--- config.mk ---
export PLATFORM = sky130hd
export DESIGN_NAME = html_markup_lexer_fsm
export DESIGN_NICKNAME = d
export VERILOG_FILES = /design/src/rtl/hml_pkg.sv /design/src/rtl/html_markup_lexer_fsm.sv
export SDC_FILE = /design/constraint.sdc
export NUM_CORES = 1
export LEC_CHECK = 0
export ABC_AREA = 1
export BUFFER_PORTS_ARGS = -buffer_cell sky130_fd_sc_hd__buf_2
export CELL_PAD_IN_SITES_DETAIL_PLACEMENT = 2
export CELL_PAD_IN_SITES_GLOBAL_PLACEMENT = 2
export CORE_UTILIZATION = 33
export CTS_CLUSTER_SIZE = 12
export DETAILED_ROUTE_END_ITERATION = 8
export PLACE_DENSITY_LB_ADDON = 0.1
export SETUP_SLACK_MARGIN = 0.15
export SLEW_MARGIN = 20
export SYNTH_ARGS = -nofsm -noshare
export SYNTH_HDL_FRONTEND = slang
export SYNTH_SLANG_ARGS = --single-unit
export TNS_END_PERCENT = 100
--- constraint.sdc ---
create_clock -name clk -period 2.8 [get_ports clk]
set_input_delay 0.42 -clock clk [delete_from_list [all_inputs] [get_ports clk]]
set_output_delay 0.42 -clock clk [all_outputs]
set_load 0.05 [all_outputs]
--- src/rtl/hml_pkg.sv ---
// Package for the HTML markup lexer: transaction types, state codes,
// character constants and character-class helpers. No dependencies.
package hml_pkg;

  // Encoded lexer state as seen on the ports
  localparam logic [3:0] CODE_TEXT   = 4'd0;
  localparam logic [3:0] CODE_TAG0   = 4'd1;
  localparam logic [3:0] CODE_TAG    = 4'd2;
  localparam logic [3:0] CODE_EQL    = 4'd3;
  localparam logic [3:0] CODE_QUOTE  = 4'd4;
  localparam logic [3:0] CODE_DQUOTE = 4'd5;
  localparam logic [3:0] CODE_VALUE  = 4'd6;
  localparam logic [3:0] CODE_AMP    = 4'd7;
  localparam logic [3:0] CODE_CMNT1  = 4'd8;
  localparam logic [3:0] CODE_CMNT2  = 4'd9;
  localparam logic [3:0] CODE_CMNT   = 4'd10;
  localparam logic [3:0] CODE_NCMNT1 = 4'd11;
  localparam logic [3:0] CODE_NCMNT2 = 4'd12;
  localparam logic [3:0] CODE_NCMNT3 = 4'd13;
  localparam logic [3:0] CODE_IRRTAG = 4'd14;
  localparam logic [3:0] CODE_BAD    = 4'd15;

  // Command codes
  localparam logic CMD_STEP = 1'b0;
  localparam logic CMD_LOAD = 1'b1;

  // Characters
  localparam logic [7:0] CH_LT     = 8'h3C;  // <
  localparam logic [7:0] CH_AMP    = 8'h26;  // &
  localparam logic [7:0] CH_BANG   = 8'h21;  // !
  localparam logic [7:0] CH_GT     = 8'h3E;  // >
  localparam logic [7:0] CH_EQ     = 8'h3D;  // =
  localparam logic [7:0] CH_DQUOTE = 8'h22;  // "
  localparam logic [7:0] CH_SQUOTE = 8'h27;  // '
  localparam logic [7:0] CH_SEMI   = 8'h3B;  // ;
  localparam logic [7:0] CH_HASH   = 8'h23;  // #
  localparam logic [7:0] CH_UNDER  = 8'h5F;  // _
  localparam logic [7:0] CH_DASH   = 8'h2D;  // -

  typedef struct packed {
    logic       command;
    logic [7:0] byte_in;
    logic [3:0] load_value;
  } lex_item_t;

  typedef struct packed {
    logic [3:0] new_state;
    logic       is_text;
  } lex_result_t;

  // Space, tab, LF, VT, FF, CR
  function automatic logic is_ws(input logic [7:0] c);
    return (c == 8'h20) || (c >= 8'h09 && c <= 8'h0D);
  endfunction

  // ASCII digits and letters only
  function automatic logic is_letter_or_digit(input logic [7:0] c);
    return (c >= 8'h30 && c <= 8'h39) || (c >= 8'h41 && c <= 8'h5A) ||
           (c >= 8'h61 && c <= 8'h7A);
  endfunction

endpackage

--- src/rtl/html_markup_lexer_fsm.sv ---
// HTML markup lexer top level: input register, next-state logic, result register.
// Depends on hml_pkg.
// A transaction passes through the input register and then the result register.
// Throughput: one byte per cycle unless the result stalls; the state register
// updates as each item leaves the input register, so consecutive bytes chain
// through it without a bubble. Reset (rst, synchronous, active high) empties
// both registers and returns the lexer to the text state.
module html_markup_lexer_fsm (
  input  logic                clk,
  input  logic                rst,
  input  logic                item_valid,
  output logic                item_stall,
  input  hml_pkg::lex_item_t  item,
  output logic                result_valid,
  input  logic                result_stall,
  output hml_pkg::lex_result_t result
);
  import hml_pkg::*;

  // Lexer state, one-hot internally
  typedef enum logic [14:0] {
    S_TEXT   = 15'b000000000000001,
    S_TAG0   = 15'b000000000000010,
    S_TAG    = 15'b000000000000100,
    S_EQL    = 15'b000000000001000,
    S_QUOTE  = 15'b000000000010000,
    S_DQUOTE = 15'b000000000100000,
    S_VALUE  = 15'b000000001000000,
    S_AMP    = 15'b000000010000000,
    S_CMNT1  = 15'b000000100000000,
    S_CMNT2  = 15'b000001000000000,
    S_CMNT   = 15'b000010000000000,
    S_NCMNT1 = 15'b000100000000000,
    S_NCMNT2 = 15'b001000000000000,
    S_NCMNT3 = 15'b010000000000000,
    S_IRRTAG = 15'b100000000000000
  } lex_state_t;

  lex_state_t  lexer_state;
  lex_state_t  state_next;
  logic        text_next;
  logic [3:0]  code_next;

  logic        stage_valid;
  lex_item_t   stage;
  logic        advance;
  logic [7:0]  c;

  // The result register can take a new value when empty or being drained.
  assign advance    = !result_valid || !result_stall;
  // Hold the input register only while it is full and the result is blocked.
  assign item_stall = stage_valid && !advance;
  assign c          = stage.byte_in;

  // Next-state function for the byte held in the input register
  always_comb begin
    state_next = lexer_state;
    text_next  = 1'b0;
    if (stage.command == CMD_LOAD) begin
      // Load code fifteen means nothing: keep the current state.
      case (stage.load_value)
        CODE_TEXT:   state_next = S_TEXT;
        CODE_TAG0:   state_next = S_TAG0;
        CODE_TAG:    state_next = S_TAG;
        CODE_EQL:    state_next = S_EQL;
        CODE_QUOTE:  state_next = S_QUOTE;
        CODE_DQUOTE: state_next = S_DQUOTE;
        CODE_VALUE:  state_next = S_VALUE;
        CODE_AMP:    state_next = S_AMP;
        CODE_CMNT1:  state_next = S_CMNT1;
        CODE_CMNT2:  state_next = S_CMNT2;
        CODE_CMNT:   state_next = S_CMNT;
        CODE_NCMNT1: state_next = S_NCMNT1;
        CODE_NCMNT2: state_next = S_NCMNT2;
        CODE_NCMNT3: state_next = S_NCMNT3;
        CODE_IRRTAG: state_next = S_IRRTAG;
        default:     state_next = lexer_state;
      endcase
    end else begin
      case (lexer_state)
        S_TEXT: begin
          if (c == CH_LT) begin
            state_next = S_TAG0;
          end else begin
            // Entity start still counts as text.
            text_next  = 1'b1;
            state_next = (c == CH_AMP) ? S_AMP : S_TEXT;
          end
        end
        S_TAG0: begin
          if (c == CH_BANG)    state_next = S_CMNT1;
          else if (c == CH_GT) state_next = S_TEXT;
          else if (c == CH_EQ) state_next = S_EQL;
          else                 state_next = S_TAG;
        end
        S_TAG: begin
          if (c == CH_GT)      state_next = S_TEXT;
          else if (c == CH_EQ) state_next = S_EQL;
          else                 state_next = S_TAG;
        end
        S_EQL: begin
          if (c == CH_DQUOTE)      state_next = S_DQUOTE;
          else if (c == CH_SQUOTE) state_next = S_QUOTE;
          else if (is_ws(c))       state_next = S_EQL;
          else if (c == CH_GT)     state_next = S_TEXT;
          else                     state_next = S_VALUE;
        end
        S_QUOTE:  state_next = (c == CH_SQUOTE) ? S_TAG : S_QUOTE;
        S_DQUOTE: state_next = (c == CH_DQUOTE) ? S_TAG : S_DQUOTE;
        S_VALUE: begin
          if (c == CH_GT)    state_next = S_TEXT;
          else if (is_ws(c)) state_next = S_TAG;
          else               state_next = S_VALUE;
        end
        S_AMP: begin
          // Stay in the entity for name characters, leave on anything else.
          if (c == CH_SEMI)
            state_next = S_TEXT;
          else if (c != CH_HASH && c != CH_UNDER && !is_letter_or_digit(c))
            state_next = S_TEXT;
          else
            state_next = S_AMP;
        end
        S_CMNT1: begin
          if (c == CH_DASH)    state_next = S_CMNT2;
          else if (c == CH_GT) state_next = S_TEXT;
          else                 state_next = S_IRRTAG;
        end
        S_CMNT2: begin
          if (c == CH_DASH)    state_next = S_CMNT;
          else if (c == CH_GT) state_next = S_TEXT;
          else                 state_next = S_IRRTAG;
        end
        S_CMNT:   state_next = (c == CH_DASH) ? S_NCMNT1 : S_CMNT;
        S_NCMNT1: state_next = (c == CH_DASH) ? S_NCMNT2 : S_CMNT;
        S_NCMNT2: begin
          if (c == CH_GT)        state_next = S_TEXT;
          else if (c == CH_DASH) state_next = S_NCMNT2;
          else if (is_ws(c))     state_next = S_NCMNT3;
          else                   state_next = S_CMNT;
        end
        S_NCMNT3: begin
          if (c == CH_GT)        state_next = S_TEXT;
          else if (c == CH_DASH) state_next = S_NCMNT1;
          else if (is_ws(c))     state_next = S_NCMNT3;
          else                   state_next = S_CMNT;
        end
        S_IRRTAG: state_next = (c == CH_GT) ? S_TEXT : S_IRRTAG;
        default:  state_next = lexer_state;
      endcase
    end
  end

  // Encode the one-hot state for the result port
  always_comb begin
    case (state_next)
      S_TEXT:   code_next = CODE_TEXT;
      S_TAG0:   code_next = CODE_TAG0;
      S_TAG:    code_next = CODE_TAG;
      S_EQL:    code_next = CODE_EQL;
      S_QUOTE:  code_next = CODE_QUOTE;
      S_DQUOTE: code_next = CODE_DQUOTE;
      S_VALUE:  code_next = CODE_VALUE;
      S_AMP:    code_next = CODE_AMP;
      S_CMNT1:  code_next = CODE_CMNT1;
      S_CMNT2:  code_next = CODE_CMNT2;
      S_CMNT:   code_next = CODE_CMNT;
      S_NCMNT1: code_next = CODE_NCMNT1;
      S_NCMNT2: code_next = CODE_NCMNT2;
      S_NCMNT3: code_next = CODE_NCMNT3;
      S_IRRTAG: code_next = CODE_IRRTAG;
      default:  code_next = CODE_BAD;
    endcase
  end

  // Input register: capture a transaction whenever it is not held.
  always_ff @(posedge clk) begin
    if (rst) begin
      stage_valid <= 1'b0;
    end else if (!item_stall) begin
      stage_valid <= item_valid;
    end
  end

  always_ff @(posedge clk) begin
    if (!item_stall) begin
      stage <= item;
    end
  end

  // Result register and lexer state: advance together as an item moves out.
  always_ff @(posedge clk) begin
    if (rst) begin
      result_valid <= 1'b0;
      lexer_state  <= S_TEXT;
    end else if (advance) begin
      result_valid <= stage_valid;
      if (stage_valid) begin
        lexer_state <= state_next;
      end
    end
  end

  always_ff @(posedge clk) begin
    if (advance && stage_valid) begin
      result.new_state <= code_next;
      result.is_text   <= text_next;
    end
  end

endmodule

==> results of run 1 <==
==> timing repair <==
action | CTS
buffers inserted | 22
endpoints found under the hold margin | 0
endpoints found under the setup margin | 5
resized for setup | 83
pin swaps | 23
cloned | 3
==> logic make-up after synthesis <==
| logic type | Yosys count | share of synthesized area |
|---|---|---|
| compound gates | 73 | 0.128 |
| buf+inv | 97 | 0.116 |
| flops | 35 | 0.253 |
| simple gates | 360 | 0.503 |
==> metrics by stage <==
step	instances	hold slack [ps]	area, µm²	utilization
3_5_place_dp	801	496	4380	0.426
4_1_cts	834	276	4950	0.481
3_3_place_gp	801	467	4380	0.426
2_1_floorplan	565	451	3490	-
==> cell usage after synthesis <==
library cell | number | share of area
nand2_1 | 132 | 0.14
nor2_1 | 86 | 0.093
inv_1 | 78 | 0.084
nand3_1 | 64 | 0.092
a21oi_1 | 27 | 0.039
o21ai_0 | 26 | 0.037
edfxtp_1 | 18 | 0.16
dfxtp_1 | 17 | 0.098
nand2_2 | 15 | 0.027
nand3_2 | 13 | 0.037
nor2_2 | 11 | 0.020
nor3_1 | 11 | 0.016
inv_2 | 8 | 0.0086
nand4_1 | 6 | 0.011
nor2_4 | 6 | 0.019
buf_6 | 5 | 0.016
o211ai_1 | 5 | 0.011
clkbuf_1 | 4 | 0.0043
nand2_4 | 4 | 0.013
or2_2 | 4 | 0.0072
a21oi_4 | 3 | 0.014
nand3b_1 | 3 | 0.0065
buf_2 | 2 | 0.0029
nor2_8 | 2 | 0.011
o21ai_1 | 2 | 0.0029
o21ai_2 | 2 | 0.0050
a211oi_1 | 1 | 0.0022
a21oi_2 | 1 | 0.0025
a221o_1 | 1 | 0.0029
a221oi_1 | 1 | 0.0025
a22o_1 | 1 | 0.0025
and2_1 | 1 | 0.0018
nand3_4 | 1 | 0.0050
nor4_1 | 1 | 0.0018
o211a_1 | 1 | 0.0029
o21a_1 | 1 | 0.0022
o22ai_1 | 1 | 0.0018
==> impl_metrics.yaml, run 1 <==
logic_synthesis:
  synth.avg_cell_area_um2: 6.17
  synth_fp_nets: 582
  synthCells: 565
  synth_seq_cells: 35
  ys_warn_count: 0
  synth_area_mm2: 0.00349
  synthDistinctLibCells: 37
  synth_seq_area_share: 0.253
clock_network:
  clk_path_buf_depth: 2
  cts_root_buf: "clkbuf_8"
  htreeDepth: 2
  numClockSinks: 35
  cts_hold_buf: 0
  numCtsBuffers: 5
placed_design:
  gp_congestion: 0.867
  portBuffers: 23
  dp_slack_ps: -360
  dpl.hpwl_mm: 12.8
outcome:
  tool.error: "[ERROR DPL-0033] detailed placement checks failed during check placement."
  status: "stopped before the end"
  lastStage: "5_1_grt"
floorplanning:
  placementRows: 37
  die_w_um: 105
  floorplan.initialDensity: 0.339
  die-height_um: 105
  io_pins: 24
grt:
  antenna_found_initial: 0
  grt_max_degree: 26
timing:
  worstEpCategory: "sequential cell input"
  postGrtWorstEndpoint: "result[3]$_DFFE_PP_/D"
==> inputs of run 2 (changes only) <==
--- a/config.mk
+++ b/config.mk
@@ -7,13 +7,9 @@
 export LEC_CHECK = 0
 export ABC_AREA = 1
 export BUFFER_PORTS_ARGS = -buffer_cell sky130_fd_sc_hd__buf_2
-export CELL_PAD_IN_SITES_DETAIL_PLACEMENT = 2
-export CELL_PAD_IN_SITES_GLOBAL_PLACEMENT = 2
-export CORE_UTILIZATION = 33
-export CTS_CLUSTER_SIZE = 12
+export CORE_UTILIZATION = 40
 export DETAILED_ROUTE_END_ITERATION = 8
-export PLACE_DENSITY_LB_ADDON = 0.1
-export SETUP_SLACK_MARGIN = 0.15
+export PLACE_DENSITY_LB_ADDON = 0.15
 export SLEW_MARGIN = 20
 export SYNTH_ARGS = -nofsm -noshare
 export SYNTH_HDL_FRONTEND = slang
==> impl_metrics.yaml, run 2 <==
pwr:
  swShare: 0.398
  power.share.sequential: 0.353
  power_switching_mw: 0.695
  p_per_area_mw_per_mm2: 369
  internal_power_mw: 1.05
  pwr-share-clk: 0.217
  ir_worst_vdd_v: 0.000303
  power_frac_comb: 0.431
  p_leak_nw: 2.34
logic_synthesis:
  post-synth-top-count-cell: "nand2_1"
  synth_top_cell_area_share: 0.155
  netlist_top_cells_area: "edfxtp_1, nand2_1, dfxtp_1"
  ys.flop_type: "edfxtp_1"
  ys_warn_count: 0
  yosys.area.top_type: "edfxtp_1"
  synth-edff-count: 18
  synth_fp_nets: 582
  synthCells: 565
  synth_seq_area_share: 0.253
  synthTopCellsByCount: "nand2_1, nor2_1, inv_1"
  synth.avg_cell_area_um2: 6.17
  synth_area_mm2: 0.00349
  synth_seq_cells: 35
  synthDistinctLibCells: 37
  async_flop_share: 0
grt:
  grt_pass1_vias: 3612
  grt_max_degree: 21
  track_usage: 0.250
  grt_pass1_wl_mm: 17.4
  antenna_found_initial: 0
  grt_overflow_total: 0
final_layout:
  largest_reg_flops: 15
  synthToLayoutAreaGrowth_pct: 35.7
  diodes: 0
  nets: 673
  final_cell_mix: "nand2_1, nor2_1, inv_1"
  multi_input_comb_area_mm2: 0.00252
  top_register: "lexer_state"
  final_util: 0.567
  seqCellArea_um2: 912
  final_cells: 762
  reg_top3: "lexer_state x15, c x8"
  num-fill-cells: 823
  drive_gt1_frac: 0.364
  final_common_cell: "nand2_1"
timing:
  hold_viol_final: 0
  layout_min_cycle_time_ps: 2770
  finalHoldWorstSlack_ps: 285
  fmax_mhz: 361
  finalMaxSlewViolations: 0
  setup_violations: 0
  relSlewSlack: 0.604
  tightest_slew_ps: 594
  rsz0062_at_grt: "true"
  finalCritPeriodShare: 0.990
  fin_skew_ps: 17.7
  final.setup.worst_slack_ps: 29.3
  fin_tns_setup_ps: 0
clock_network:
  cts_root_buf: "clkbuf_8"
  tritoncts: "built"
  htreeDepth: 2
  numCtsBuffers: 5
  clk_path_buf_depth: 2
  clk_pin_slew_worst_paths_ps: 90
  cts_hold_buf: 0
  clkLatencyLatePin_ps: 300
  numClockSinks: 35
critical_path:
  critPathCapture: "result[2]$_DFFE_PP_"
  crit_arrival_ps: 2820
  rr_worst_depth: 20
  r2r-start: "lexer_state[11]$_SDFFE_PP0P_"
  rr_endpoint: "result[2]$_DFFE_PP_"
  worstPathMaxFanout: 5
  startpoint: "lexer_state[11]$_SDFFE_PP0P_"
  start_kind: "flip-flop"
  path_class: "reg2reg"
  r2r_setup_slack_ps: 30
  end_kind: "flip-flop"
  crit_required_ps: 2850
floorplanning:
  die-height_um: 95.4
  dieArea_mm2: 0.00909
  placementRows: 33
  io_pins: 24
  core_area_mm2: 0.00834
  floorplan.initialDensity: 0.418
  die_w_um: 95.4
outcome:
  status: "completed"
flow_run:
  maxCapViolCount: 0
placed_design:
  dp_slack_ps: -41.5
  dpl.hpwl_mm: 8.51
  portBuffers: 23
  gp_congestion: 0.925
  dp.cells: 737
routing:
  routed_wl_mm: 11.3
  ant_nets: 0
  via_count: 4069
  dr.pass1.iters: 5
  avgRoutedWirePerCell_um: 14.8
  drt-vias-per-instance: 5.34
  drc: 0
  drtIter0Drc: 376
min_path:
  whs_path_depth: 1
  worstHoldStart: "item[11]"
  hold_class: "in2reg"
==> run 2: per-layer routing <==
| layer | vias up | track usage | routed length, µm | part of all wire |
|---|---|---|---|---|
| met5 | - | 0 | 0 | 0 |
| met4 | 0 | 0.0745 | 210 | 0.019 |
| met3 | 24 | 0.0335 | 747 | 0.066 |
| met2 | 162 | 0.397 | 5170 | 0.46 |
| met1 | 1872 | 0.350 | 5130 | 0.46 |
| li1 | 2011 | - | - | - |
==> run 2: cell type report <==
class	instances	share of cell area
sequential	35	0.193
clock inverter	1	0.00106
inverter	86	0.0683
clock buffer	7	0.0161
tap	105	0.0278
timing repair buffer	92	0.161
multi-input combinational	436	0.533
==> run 2: how the worst min path moves through the flow <==
| stage | endpoint | slack [ps] |
|---|---|---|
| 4_1_cts | c[2]$_DFFE_PN_ | 290 |
| 6_report | c[7]$_DFFE_PN_ | 290 |
| 3_5_place_dp | result_valid$_SDFFE_PP0N_ | 470 |
| 2_1_floorplan | result_valid$_SDFFE_PP0N_ | 450 |
| 3_3_place_gp | result_valid$_SDFFE_PP0N_ | 460 |
| 5_1_grt | c[7]$_DFFE_PN_ | 280 |
==> run 2: power by group through the flow <==
stage	combinational (mW)	clock, mW	sequential [mW]
floorplan	0.389	0	0.631
global placement	0.575	0	0.617
detailed placement	0.578	0	0.618
CTS	0.588	0.375	0.607
global route	0.815	0.397	0.619
finish	0.752	0.378	0.615
==> run 2: worst max-delay path, cell delays in order, from the launching register on <==
cell	delay (ps)
dfxtp_4	360
nor2_4	140
nand2_4	90
nor2_4	210
buf_6	140
clkbuf_16	140
nand3_2	70
nand2_2	80
nor2_2	50
nand2_2	70
nor2_4	70
nor2_2	120
nand3_2	80
nand2_2	120
nand3_4	120
nor2_4	220
nand3_2	120
a21oi_2	130
nor2_1	60
nand3_2	70
nand2_1	60
==> run 2: through the flow <==
step | instance area [µm²] | power (mW)
after floorplan | 3490 | 1.02
after global placement | 4100 | 1.19
after detailed placement | 4100 | 1.20
after CTS | 4210 | 1.57
after global routing | 4730 | 1.83
final | 4730 | 1.74
==> run 2: timing repair <==
item,in CTS,in global routing
buffers inserted,0,9
pin swaps,1,55
resized for setup,4,100
setup endpoints to repair,4,4
gates cloned,1,7
==> run 2: cell families after synthesis <==
kind of cell | Yosys count | synth area share
flip-flops | 35 | 0.253
AO/OA/AOI/OAI | 73 | 0.128
AND/OR/NAND/NOR | 360 | 0.503
buffers and inverters | 97 | 0.116
Note: power is estimated with default switching activity, not from simulation.
